**config.mk**
```make
export PLATFORM = sky130hd
export DESIGN_NAME = yuv420_planar_rotate_addresser_flat
export DESIGN_NICKNAME = d
export VERILOG_FILES = /design/src/hdl/yrot_pkg.sv /design/src/hdl/yrot_in_if.sv /design/src/hdl/yrot_out_if.sv /design/src/hdl/yrot_cfg_if.sv /design/src/hdl/yuv420_planar_rotate_addresser.sv /design/src/hdl/yrot_queue.sv /design/src/hdl/yrot_front.sv /design/src/hdl/yrot_back.sv /design/src/flat_wrapper.sv
export VERILOG_INCLUDE_DIRS = /design/src /design/src/hdl
export SDC_FILE = /design/constraint.sdc
export NUM_CORES = 1
export LEC_CHECK = 0
export ABC_AREA = 1
export BUFFER_PORTS_ARGS = -buffer_cell sky130_fd_sc_hd__buf_2
export CORE_ASPECT_RATIO = 0.8
export CORE_MARGIN = 3
export CORE_UTILIZATION = 40
export CTS_CLUSTER_DIAMETER = 60
export CTS_CLUSTER_SIZE = 12
export DETAILED_ROUTE_END_ITERATION = 10
export GPL_TIMING_DRIVEN = 0
export SYNTH_ARGS = -nofsm -noshare
export SYNTH_HDL_FRONTEND = slang
export SYNTH_HIERARCHICAL = 1
export SYNTH_SLANG_ARGS = --single-unit
export TNS_END_PERCENT = 1
```
**constraint.sdc**
```tcl
create_clock -name clk -period 17 [get_ports clk]
set_clock_uncertainty 0.05 [all_clocks]
set_input_delay 1.7 -clock clk [delete_from_list [all_inputs] [get_ports clk]]
set_output_delay 1.7 -clock clk [all_outputs]
set_load 0.03 [all_outputs]
```
**src/hdl/yuv420_planar_rotate_addresser_defines.svh**
```systemverilog
// Assertion macros used by the rotate addresser queue.
`ifndef YUV420_PLANAR_ROTATE_ADDRESSER_DEFINES_SVH
`define YUV420_PLANAR_ROTATE_ADDRESSER_DEFINES_SVH

// Property that must hold at every clock edge outside reset.
`define YROT_ASSERT(lbl, prop, msg) \
	lbl: assert property (@(posedge clk) disable iff (!arst_n) (prop)) else $error(msg);

// Condition that must never be true outside reset.
`define YROT_NEVER(lbl, cond, msg) \
	lbl: assert property (@(posedge clk) disable iff (!arst_n) !(cond)) else $error(msg);

`endif

```
**src/hdl/yrot_pkg.sv**
```systemverilog
// Types and constants of the YUV 4:2:0 rotate addresser.
package yrot_pkg;

	localparam int CFG_W    = 13;
	localparam int BYTE_W   = 8;
	localparam int OFF_W    = 24;
	localparam int PROD_W   = 2 * CFG_W;

	localparam logic [CFG_W-1:0] RESET_DIM = CFG_W'(64);

	typedef enum logic [1:0] {
		REG_MODE   = 2'd0,
		REG_WIDTH  = 2'd1,
		REG_HEIGHT = 2'd2,
		REG_PITCH  = 2'd3
	} reg_idx_t;

	// Rotation angles in degrees; flip reverses the row order only, not a 180 rotation.
	typedef enum logic [1:0] {
		MODE_COPY   = 2'd0,
		MODE_ROT90  = 2'd1,
		MODE_FLIP   = 2'd2,
		MODE_ROT270 = 2'd3
	} mode_t;

	typedef enum logic [1:0] {
		PLANE_Y = 2'd0,
		PLANE_U = 2'd1,
		PLANE_V = 2'd2
	} plane_t;

	// One classified byte: offset = mul_a * mul_b + addend.
	typedef struct packed {
		plane_t              plane;
		logic [CFG_W-1:0]    mul_a;
		logic [CFG_W-1:0]    mul_b;
		logic [CFG_W-1:0]    addend;
		logic [BYTE_W-1:0]   sample;
		logic                last;
	} entry_t;

endpackage

```
**src/hdl/yrot_in_if.sv**
```systemverilog
// Source byte stream channel.
interface yrot_in_if import yrot_pkg::*; ();
	logic              valid;
	logic              ready;
	logic [BYTE_W-1:0] source_byte;

	modport source(output valid, source_byte, input ready);
	modport sink(input valid, source_byte, output ready);
endinterface

```
**src/hdl/yrot_out_if.sv**
```systemverilog
// Result stream channel.
interface yrot_out_if import yrot_pkg::*; ();
	logic              valid;
	logic              ready;
	logic [1:0]        plane_select;
	logic [OFF_W-1:0]  dest_offset;
	logic [BYTE_W-1:0] sample_out;
	logic              frame_end;

	modport source(output valid, plane_select, dest_offset, sample_out, frame_end, input ready);
	modport sink(input valid, plane_select, dest_offset, sample_out, frame_end, output ready);
endinterface

```
**src/hdl/yrot_cfg_if.sv**
```systemverilog
// Configuration register write channel.
interface yrot_cfg_if import yrot_pkg::*; ();
	logic             valid;
	logic             ready;
	logic [1:0]       reg_index;
	logic [CFG_W-1:0] wr_data;

	modport source(output valid, reg_index, wr_data, input ready);
	modport sink(input valid, reg_index, wr_data, output ready);
endinterface

```
**src/hdl/yuv420_planar_rotate_addresser.sv**
```systemverilog
// Each byte passes the queue, the 13x13 multiply stage and the output register.
// Throughput: one byte per cycle unless dst stalls; multiply stage and output
// register each take one item per cycle, and a four-entry queue absorbs stalls.
// Bytes in padding columns of the 90 and 270 modes give no result.
// Reset (arst_n low) clears counters to the start of luma and loads mode 0
// and 64x64 geometry with pitch 64; no clearing pass.
module yuv420_planar_rotate_addresser import yrot_pkg::*; #(
	parameter int MAX_DIM = 4096
) (
	input  logic         clk,
	input  logic         arst_n,
	yrot_cfg_if.sink     cfg,
	yrot_in_if.sink      src,
	yrot_out_if.source   dst
);

	logic   q_push;
	logic   q_pop;
	logic   q_full;
	logic   q_empty;
	entry_t q_push_data;
	entry_t q_head;

	// Classify bytes and track position
	yrot_front #(
		.MAX_DIM(MAX_DIM)
	) u_front (
		.clk       (clk),
		.arst_n    (arst_n),
		.cfg       (cfg),
		.src       (src),
		.q_full    (q_full),
		.push      (q_push),
		.push_data (q_push_data)
	);

	// Decouple front and back
	yrot_queue u_queue (
		.clk       (clk),
		.arst_n    (arst_n),
		.push      (q_push),
		.push_data (q_push_data),
		.pop       (q_pop),
		.head      (q_head),
		.full      (q_full),
		.empty     (q_empty)
	);

	// Compute offsets and drive results
	yrot_back u_back (
		.clk     (clk),
		.arst_n  (arst_n),
		.head    (q_head),
		.q_empty (q_empty),
		.pop     (q_pop),
		.dst     (dst)
	);

endmodule

```
**src/hdl/yrot_queue.sv**
```systemverilog
// Short queue between the classifying front end and the address back end.
`include "yuv420_planar_rotate_addresser_defines.svh"

module yrot_queue import yrot_pkg::*; (
	input  logic   clk,
	input  logic   arst_n,
	input  logic   push,
	input  entry_t push_data,
	input  logic   pop,
	output entry_t head,
	output logic   full,
	output logic   empty
);

	localparam int DEPTH = 4;
	localparam int PTR_W = $clog2(DEPTH);
	localparam int CNT_W = $clog2(DEPTH + 1);

	entry_t             mem_q [DEPTH];
	logic [PTR_W-1:0]   wr_ptr_q;
	logic [PTR_W-1:0]   rd_ptr_q;
	logic [CNT_W-1:0]   count_q;

	assign full  = (count_q == CNT_W'(DEPTH));
	assign empty = (count_q == '0);
	assign head  = mem_q[rd_ptr_q];

	// Store pushed entries
	always_ff @(posedge clk) begin
		if (push) begin
			mem_q[wr_ptr_q] <= push_data;
		end
	end

	// Advance pointers and occupancy
	always_ff @(posedge clk or negedge arst_n) begin
		if (!arst_n) begin
			wr_ptr_q <= '0;
			rd_ptr_q <= '0;
			count_q  <= '0;
		end else begin
			if (push) begin
				wr_ptr_q <= wr_ptr_q + PTR_W'(1);
			end
			if (pop) begin
				rd_ptr_q <= rd_ptr_q + PTR_W'(1);
			end
			count_q <= count_q + CNT_W'(push) - CNT_W'(pop);
		end
	end

	`YROT_NEVER(a_push_when_full, push && full, "queue push while full")
	`YROT_NEVER(a_pop_when_empty, pop && empty, "queue pop while empty")
	`YROT_ASSERT(a_count_bound, count_q <= CNT_W'(DEPTH), "queue count above depth")

endmodule

```
**src/hdl/yrot_front.sv**
```systemverilog
// Front end: config registers, plane/row/column counters and byte classification.
module yrot_front import yrot_pkg::*; #(
	parameter int MAX_DIM = 4096
) (
	input  logic         clk,
	input  logic         arst_n,
	yrot_cfg_if.sink     cfg,
	yrot_in_if.sink      src,
	input  logic         q_full,
	output logic         push,
	output entry_t       push_data
);

	localparam int DIM_CAP = (MAX_DIM > 8191) ? 8191 : MAX_DIM;
	localparam int CNT_W   = $clog2(DIM_CAP);
	localparam logic [CFG_W-1:0] DIM_CAP_V = CFG_W'(DIM_CAP);

	mode_t              mode_q;
	logic [CFG_W-1:0]   width_q;
	logic [CFG_W-1:0]   height_q;
	logic [CFG_W-1:0]   pitch_q;

	plane_t             plane_q;
	logic [CNT_W-1:0]   row_q;
	logic [CNT_W-1:0]   col_q;

	logic [CFG_W-1:0]   w_full, h_full, p_eff, p_full;
	logic [CFG_W-1:0]   wp, hp, pp;
	logic [CNT_W-1:0]   r, c;
	logic [CFG_W-1:0]   r_x, c_x, h_rev;
	logic [CFG_W:0]     c_inc, r_inc;
	logic               emit;
	logic               accept;

	// Clamp to the legal range and round down to even
	function automatic logic [CFG_W-1:0] eff_dim(input logic [CFG_W-1:0] v);
		logic [CFG_W-1:0] t;
		t = v;
		if (t < CFG_W'(2)) t = CFG_W'(2);
		if (t > DIM_CAP_V) t = DIM_CAP_V;
		return {t[CFG_W-1:1], 1'b0};
	endfunction

	assign cfg.ready = 1'b1;
	assign src.ready = !q_full;
	assign accept    = src.valid && !q_full;

	// Hold configuration registers
	always_ff @(posedge clk or negedge arst_n) begin
		if (!arst_n) begin
			mode_q   <= MODE_COPY;
			width_q  <= RESET_DIM;
			height_q <= RESET_DIM;
			pitch_q  <= RESET_DIM;
		end else if (cfg.valid) begin
			unique case (reg_idx_t'(cfg.reg_index))
				REG_MODE:   mode_q   <= mode_t'(cfg.wr_data[1:0]);
				REG_WIDTH:  width_q  <= cfg.wr_data;
				REG_HEIGHT: height_q <= cfg.wr_data;
				REG_PITCH:  pitch_q  <= cfg.wr_data;
				default: ;
			endcase
		end
	end

	// Derive plane geometry and current position
	always_comb begin
		w_full = eff_dim(width_q);
		h_full = eff_dim(height_q);
		p_eff  = eff_dim(pitch_q);
		p_full = (p_eff < w_full) ? w_full : p_eff;
		if (plane_q != PLANE_Y) begin
			wp = w_full >> 1;
			hp = h_full >> 1;
			pp = p_full >> 1;
		end else begin
			wp = w_full;
			hp = h_full;
			pp = p_full;
		end
		c     = (CFG_W'(col_q) >= pp) ? '0 : col_q;
		r     = (CFG_W'(row_q) >= hp) ? '0 : row_q;
		c_x   = CFG_W'(c);
		r_x   = CFG_W'(r);
		h_rev = hp - CFG_W'(1) - r_x;
		c_inc = {1'b0, c_x} + (CFG_W+1)'(1);
		r_inc = {1'b0, r_x} + (CFG_W+1)'(1);
	end

	// Pick the multiply-add operands for the selected mode
	always_comb begin
		emit             = 1'b1;
		push_data.plane  = plane_q;
		push_data.sample = src.source_byte;
		push_data.last   = (plane_q == PLANE_V) && (r_x == hp - CFG_W'(1))
			&& (c_x == pp - CFG_W'(1));
		unique case (mode_q)
			MODE_ROT90: begin
				emit             = (c_x < wp);
				push_data.mul_a  = hp;
				push_data.mul_b  = c_x;
				push_data.addend = h_rev;
			end
			MODE_FLIP: begin
				push_data.mul_a  = pp;
				push_data.mul_b  = h_rev;
				push_data.addend = c_x;
			end
			MODE_ROT270: begin
				emit             = (c_x < wp);
				push_data.mul_a  = wp - CFG_W'(1) - c_x;
				push_data.mul_b  = hp;
				push_data.addend = r_x;
			end
			default: begin
				push_data.mul_a  = pp;
				push_data.mul_b  = r_x;
				push_data.addend = c_x;
			end
		endcase
	end

	assign push = accept && emit;

	// Advance column, row and plane on every transfer
	always_ff @(posedge clk or negedge arst_n) begin
		if (!arst_n) begin
			plane_q <= PLANE_Y;
			row_q   <= '0;
			col_q   <= '0;
		end else if (accept) begin
			if (c_inc >= {1'b0, pp}) begin
				col_q <= '0;
				if (r_inc >= {1'b0, hp}) begin
					row_q   <= '0;
					plane_q <= (plane_q == PLANE_V) ? PLANE_Y : plane_t'(plane_q + 2'd1);
				end else begin
					row_q <= CNT_W'(r_inc);
				end
			end else begin
				row_q <= r;
				col_q <= CNT_W'(c_inc);
			end
		end
	end

endmodule

```
**src/hdl/yrot_back.sv**
```systemverilog
// Back end: multiply stage, offset add and output register.
module yrot_back import yrot_pkg::*; (
	input  logic         clk,
	input  logic         arst_n,
	input  entry_t       head,
	input  logic         q_empty,
	output logic         pop,
	yrot_out_if.source   dst
);

	logic                valid_s1;
	plane_t              plane_s1;
	logic [PROD_W-1:0]   prod_s1;
	logic [CFG_W-1:0]    addend_s1;
	logic [BYTE_W-1:0]   sample_s1;
	logic                last_s1;

	logic                out_valid_q;
	plane_t              out_plane_q;
	logic [OFF_W-1:0]    out_offset_q;
	logic [BYTE_W-1:0]   out_sample_q;
	logic                out_last_q;

	logic                out_free;
	logic                s1_free;
	logic [PROD_W-1:0]   offset_sum;

	assign out_free   = !out_valid_q || dst.ready;
	assign s1_free    = !valid_s1 || out_free;
	assign pop        = !q_empty && s1_free;
	assign offset_sum = prod_s1 + PROD_W'(addend_s1);

	// Stage 1: multiply
	always_ff @(posedge clk or negedge arst_n) begin
		if (!arst_n) begin
			valid_s1 <= 1'b0;
		end else if (s1_free) begin
			valid_s1 <= pop;
		end
	end

	always_ff @(posedge clk) begin
		if (pop) begin
			plane_s1  <= head.plane;
			prod_s1   <= head.mul_a * head.mul_b;
			addend_s1 <= head.addend;
			sample_s1 <= head.sample;
			last_s1   <= head.last;
		end
	end

	// Output register: add and hold until transfer
	always_ff @(posedge clk or negedge arst_n) begin
		if (!arst_n) begin
			out_valid_q <= 1'b0;
		end else if (out_free) begin
			out_valid_q <= valid_s1;
		end
	end

	always_ff @(posedge clk) begin
		if (out_free && valid_s1) begin
			out_plane_q  <= plane_s1;
			out_offset_q <= offset_sum[OFF_W-1:0];
			out_sample_q <= sample_s1;
			out_last_q   <= last_s1;
		end
	end

	assign dst.valid        = out_valid_q;
	assign dst.plane_select = out_plane_q;
	assign dst.dest_offset  = out_offset_q;
	assign dst.sample_out   = out_sample_q;
	assign dst.frame_end    = out_last_q;

endmodule
```
**src/flat_wrapper.sv**
```systemverilog
// flat-port wrapper written by rule: the top's interface ports become plain ports
module yuv420_planar_rotate_addresser_flat import yrot_pkg::*;
#(
	parameter int MAX_DIM = 4096
)
  (clk, arst_n, cfg_valid, cfg_reg_index, cfg_wr_data, cfg_ready, src_valid, src_source_byte, src_ready, dst_valid, dst_plane_select, dst_dest_offset, dst_sample_out, dst_frame_end, dst_ready);
  yrot_cfg_if cfg_i ();
  yrot_in_if src_i ();
  yrot_out_if dst_i ();
  input  logic clk;
  input  logic arst_n;
  input wire logic [$bits(cfg_i.valid)-1:0] cfg_valid;
  input wire logic [$bits(cfg_i.reg_index)-1:0] cfg_reg_index;
  input wire logic [$bits(cfg_i.wr_data)-1:0] cfg_wr_data;
  output wire logic [$bits(cfg_i.ready)-1:0] cfg_ready;
  input wire logic [$bits(src_i.valid)-1:0] src_valid;
  input wire logic [$bits(src_i.source_byte)-1:0] src_source_byte;
  output wire logic [$bits(src_i.ready)-1:0] src_ready;
  output wire logic [$bits(dst_i.valid)-1:0] dst_valid;
  output wire logic [$bits(dst_i.plane_select)-1:0] dst_plane_select;
  output wire logic [$bits(dst_i.dest_offset)-1:0] dst_dest_offset;
  output wire logic [$bits(dst_i.sample_out)-1:0] dst_sample_out;
  output wire logic [$bits(dst_i.frame_end)-1:0] dst_frame_end;
  input wire logic [$bits(dst_i.ready)-1:0] dst_ready;
  assign cfg_i.valid = cfg_valid;
  assign cfg_i.reg_index = cfg_reg_index;
  assign cfg_i.wr_data = cfg_wr_data;
  assign cfg_ready = cfg_i.ready;
  assign src_i.valid = src_valid;
  assign src_i.source_byte = src_source_byte;
  assign src_ready = src_i.ready;
  assign dst_valid = dst_i.valid;
  assign dst_plane_select = dst_i.plane_select;
  assign dst_dest_offset = dst_i.dest_offset;
  assign dst_sample_out = dst_i.sample_out;
  assign dst_frame_end = dst_i.frame_end;
  assign dst_i.ready = dst_ready;
  yuv420_planar_rotate_addresser #(.MAX_DIM(MAX_DIM)) u_core (.clk(clk), .arst_n(arst_n), .cfg(cfg_i), .src(src_i), .dst(dst_i));
endmodule
```
* Word level (Yosys, flattened, before mapping)
Memory sizes are Yosys's and may differ from the RTL's.
Index checks and enable logic that the tools add are counted.
** Cells by class
- Add/subtract/negate cells :: 13
- Multipliers :: 1
- Order comparisons :: 12
- Equal/unequal tests :: 10
- Multiplexer cells :: 20
- Reduce and logical (&&, ||, !) cells :: 21
** Operator list (count)
- two-way mux 13 bit :: 10
- one-hot mux 39 bit (3 select lines) :: 1
- two-way mux 12 bit :: 5
- greater-than comparator 13 bit (second input constant) :: 3
- less-than comparator 13 x 2 -> 1 bit (second input constant) :: 3
- subtractor 13 x 1 -> 13 bit (second input constant) :: 3
- adder 12 x 1 -> 13 bit (second input constant) :: 2
- equality test 12 x 13 -> 1 bit :: 2
- greater-or-equal comparator 12 x 13 -> 1 bit :: 2
- greater-or-equal comparator 13 bit :: 2
- subtractor 13 x 12 -> 13 bit :: 2
- adder 24 x 13 -> 24 bit :: 1
- multiplier 13 x 13 -> 24 bit :: 1
- less-than comparator 12 x 13 -> 1 bit :: 1
- less-than comparator 13 bit :: 1
- equality test 2 bit (second input constant) :: 5
- AND reduction 2 bit :: 4
- adder 2 x 1 -> 2 bit (second input constant) :: 3
- logical AND 1 bit :: 6
- equality test 2 x 1 -> 1 bit (second input constant) :: 2
- logical NOT 1 bit :: 4
- adder 3 x 1 -> 3 bit :: 1
- equality test 3 bit (second input constant) :: 1
- logical NOT 3 bit :: 1
- 8 further kinds :: 11
** Word-level totals
- Register bits :: 159
- Memory bits (writable) :: 200
- Bits of input ports :: 28
- Output and inout bits :: 38
- Logic and storage cells :: 99
- Memories kept :: 1
** Memories
- u_core.u_queue.mem_q :: depth 4, width 50, rd ports 1, clocked after memory_dff 0, write ports 1, line yrot_queue.sv:19 : entry_t mem_q [DEPTH];

* Depth between registers and ports, before layout
- Depth in word-level cells :: 14
- Mapped depth :: 50
- Mapped depth without buffers :: 48

* Modules after synthesis
Netlist, hierarchy kept.
** Modules (own cells, without submodules)
- yrot_back :: instances 1, cells each 1182, area an instance 9610.5 µm², sequential area each 2542.4 µm²
- yrot_queue :: instances 1, cells each 829, area an instance 8750.9 µm², sequential area each 6180.9 µm²
- yrot_front :: instances 1, cells each 1313, area an instance 8473.1 µm², sequential area each 1680.4 µm²

* Worst setup path after synthesis
Ideal clock, no wire load.
- Path type :: register to register
- Start point :: register u_core.u_front.pitch_q[11]
- End point :: memory u_core/u_queue/mem_q[1][0] (netlist bit) (enable)
- Setup time :: 0.404 ns
- Arrival :: 6.833 ns
- Required time :: 16.546 ns
- Setup slack :: 9.712 ns
- Cell stages (with the launch flop) :: 44
- Buffers on the path :: 3
- Period minus slack after synthesis :: 7.288 ns
- Cells stage by stage :: dfrtp_1 > or2_0 > nor2_1 > and3_1 > nand3_1 > nand2_1 > inv_1 > nor2_1 > ha_1 > a21oi_1 > o21a_1 > o221a_2 > buf_1 > nand3_1 > nand3_1 > nand2_1 > ha_1 > nand2_1 > (+8 left out) > nand2_8 > inv_2 > ha_1 > a21oi_1 > nor2_1 > nor2_1 > o311ai_0 > a21o_1 > a21oi_1 > nor3_1 > a211oi_1 > o21ai_0 > a21oi_1 > nor2_1 > nor2_1 > clkbuf_1 > nand2_1 > inv_1
** On the way
- Longest elaborated chain between the ends :: 14
** Ends and longest elaborated chain
- start, declared :: line yrot_front.sv:21 : logic [CFG_W-1:0] pitch_q;
- start signal, assigned :: line yrot_front.sv:60 : REG_PITCH: pitch_q <= cfg.wr_data;
- less-than comparator 13 x 2 -> 1 bit :: line yrot_front.sv:39 : if (t < CFG_W'(2)) t = CFG_W'(2);
- two-way mux 13 bit * :: line yrot_front.sv:39
- greater-than comparator 13 bit :: line yrot_front.sv:40 : if (t > DIM_CAP_V) t = DIM_CAP_V;
- two-way mux 13 bit * :: line yrot_front.sv:40
- less-than comparator 13 bit :: line yrot_front.sv:71 : p_full = (p_eff < w_full) ? w_full : p_eff;
- two-way mux 13 bit * :: line yrot_front.sv:71
- two-way mux 13 bit * :: line yrot_front.sv:72 : if (plane_q != PLANE_Y) begin
- greater-or-equal comparator 12 x 13 -> 1 bit * :: line yrot_front.sv:81 : c = (CFG_W'(col_q) >= pp) ? '0 : col_q;
- two-way mux 12 bit * :: line yrot_front.sv:81
- less-than comparator 12 x 13 -> 1 bit * :: line yrot_front.sv:99, yrot_front.sv:110
- two-way mux 1 bit *
- logical AND 1 bit * :: line yrot_front.sv:123 : assign push = accept && emit;
- net u_core.q_push :: line yuv420_planar_rotate_addresser.sv:17 : logic q_push;
- two-way mux 1 bit * :: line yrot_queue.sv:30 : if (push) begin
- two-way mux 1 bit (not written as such) * :: line yrot_queue.sv:31 : mem_q[wr_ptr_q] <= push_data;
- end, declared :: line yrot_queue.sv:19
The timed path passes the listed nets; every way through them passes the cells marked *.

* Worst setup path in the final report
- Start point :: register u_core.u_front.pitch_q[8]
- End point :: memory u_core/u_queue/mem_q[0][30] (netlist bit) (enable)
Same word-level chain as after synthesis.

==> out/qor.txt <==
H-tree levels = 2
clk slew on worst S/H paths = 60 ps
critical path startpoint category = register
critical path data arrival time = 8950 ps
CP max stage delay = 450 ps
async set-reset flop share out of synthesis = 0.2117
Synth Cell Area = 26830 um2
Tmin final = 8760 ps
YS warnings = 6
Max Clock Freq = 0.1142 GHz
top cell type's share of synthesized area = 0.3167
CP max FO = 30
most numerous cell on the critical path = nor2_1
initial antenna violation count = 1
fraction of layout cells with a size suffix above 1 = 0.06694
Setup TNS = 0 ps
outcome = complete, no violations
area leader, netlist = edfxtp_1
CTS tree = yes
Hold Crit Class = reg -> reg
number of enable flip-flop cells after synthesis = 283
largest net degree at the start of global routing = 62
CTS Buf Count = 40
Wirelength per Cell = 16.87 um
#FFs+latches synth = 359
final WL = 72.72 mm
hold_buf cts = 0
Worst-Skew Late Latency = 570 ps
Avg Cell Area, Syn = 8.073 um2
Vias/cell = 5.034
root buf cell = clkbuf_16
port buffer count = 56
dominant cells by area after synthesis = edfxtp_1, nand2_1, inv_1
Initial DRC Count = 2211
sequential-to-total area share from yosys stat = 0.3877
worst path bufs/invs = 6
initial core utilization = 0.4059
vias in the first global route = 20050
via count = 21700
post-synth cell types = 63
PostCTS Resize Cnt = 0
Ports = 66
most common cell in the netlist = nand2_1
Pins Over Slew Limit = 0
P&R area growth vs syn = 10.16%
final hold slack = 369.6 ps
Critical Path Slowest Stage Cell = dfrtp_1
cells after synthesis = 3324
# DRC = 0
total grt overflow = 0
Post-Syn Nets = 3657
num rows = 84
Max-Cap Viols = 0
Final setup viols = 0
global-route wire length before repair = 114.7 mm
Final Hold Vio Count = 0
Total GRT Usage = 0.2094
clock sinks = 359
ANT nets after route = 0
delay-heaviest family, CP = simple AND/OR/NAND/NOR gates
Post-CTS Setup Inserts = 0
CTS Buffer Depth = 3
RSZ-0062 raised after global routing = false
pin slew with the least headroom to its limit = 1244 ps
Final nets = 3762
Die ar. = 70250 um2
RePlAce Congestion = 0.9573
height of the die = 237.7 um
worst setup path class = reg -> reg
ys flop type = edfxtp_1
HPWL after detailed placement = 56.38 mm
relative slew slack = 0.1619
Worst EP required = 17190 ps
Core Footprint = 66110 um2
Pre-antenna DRT Iters = 6
number of diodes = 0
chip width = 295.6 um
post-route clock period utilization = 0.5153
most frequent cells after synthesis = nand2_1, inv_1, edfxtp_1, nand3_1, ha_1
Worst setup EP type = register
-- area by class of cell --
type | instances | area, um2
flip-flops and latches | 359 | 10400
well taps | 860 | 1076
clock inverters | 11 | 137.6
repair buffers | 63 | 430.4
multi-input cells | 2107 | 13130
inverters | 755 | 2834
plain buffers | 103 | 475.5
clock buffers | 53 | 1071
fillers | 6536 | 36550
-- worst register-to-register path: cells and delay by family (launching register included) --
kind,cells,cell delay [ps]
simple gates,21,2960
fa+ha+maj,3,1110
buf+inv,6,1670
compound gates,12,2140
flops,1,450
-- flip-flops by register name, indices dropped and copies added, names as in the netlist, 2 cells and up --
name,cells
u_core/u_back/addend_s1,13
u_core/u_back/dst.dest_offset,24
u_core/u_back/dst.plane_select,2
u_core/u_back/dst.sample_out,8
u_core/u_back/plane_s1,2
u_core/u_back/prod_s1,24
u_core/u_back/sample_s1,8
u_core/u_front/col_q,12
u_core/u_front/height_q,13
u_core/u_front/mode_q,2
u_core/u_front/pitch_q,13
u_core/u_front/plane_q,2
u_core/u_front/row_q,12
u_core/u_front/width_q,13
u_core/u_queue/count_q,3
u_core/u_queue/mem_q,200
u_core/u_queue/rd_ptr_q,2
u_core/u_queue/wr_ptr_q,2
-- logic make-up (layout without fill, tap and decap cells) --
| family | after synthesis | after routing | share of synthesized area |
|---|---|---|---|
| compound gates | 287 | 287 | 0.06332 |
| other cells | 1 | 1 | 0.0001397 |
| buf+inv | 858 | 985 | 0.1233 |
| fa+ha+maj | 305 | 305 | 0.1769 |
| flops | 359 | 359 | 0.3877 |
| simple gates | 1460 | 1460 | 0.2304 |
| xor+xnor | 54 | 54 | 0.01818 |
-- layout by cell type, fill, tap and decap left out, types with 19 or more instances in the layout --
master     netlist  final
nand4_1         24     24
edfxtp_1       283    283
a21oi_1         84     83
xor2_1          41     41
buf_2           17     72
inv_1          733    728
nor3_1          24     24
dfrtp_1         73     73
o221ai_1        19     19
clkbuf_1        71     83
o21ai_0        107    107
nor2_1         125    125
nand2_2         19     19
nand2_1        973    973
ha_1           181    181
nand3_1        237    237
inv_2           18     23
fa_1           124    124
clkbuf_16        0     41
-- stage by stage --
stage	cells	utilization	cell area [um2]	setup WS [ps]
after floorplan	3324	-	26830	9712
after global placement	4240	0.4264	28190	7288
after detailed placement	4247	0.4289	28350	8458
after CTS	4311	0.4472	29560	8414
after global routing	4311	0.4472	29560	7415
final	4311	0.4472	29560	8240
-- routing by layer --
metal  vias up  share of wire  track usage
met1     10140           0.48       0.3283
li1      10620              -            -
met4         0          0.015      0.04196
met3        83          0.099      0.04157
met2       862           0.40       0.2973
met5         -              0            0
-- final timing paths --
kind	cells after the start	to	slack, ps	startpoint
setup reg to reg	42	u_core/u_queue/mem_q[0][30]	8240	u_core/u_front/pitch_q[8]
setup / recovery	42	u_core/u_queue/mem_q[0][30]	8240	u_core/u_front/pitch_q[8]
min in group asynchronous	1	u_core/u_front/height_q[12]	960	arst_n
max in group asynchronous	2	u_core/u_front/col_q[11]	15320	arst_n
hold reg to reg	0	u_core/u_back/dst.sample_out[0]	370	u_core/u_back/sample_s1[0]
hold / removal	0	u_core/u_back/dst.sample_out[0]	370	u_core/u_back/sample_s1[0]
Power is left out: the tool's default activity adds up to more than one toggle a clock period on the data nets, which glitch-free logic cannot reach.
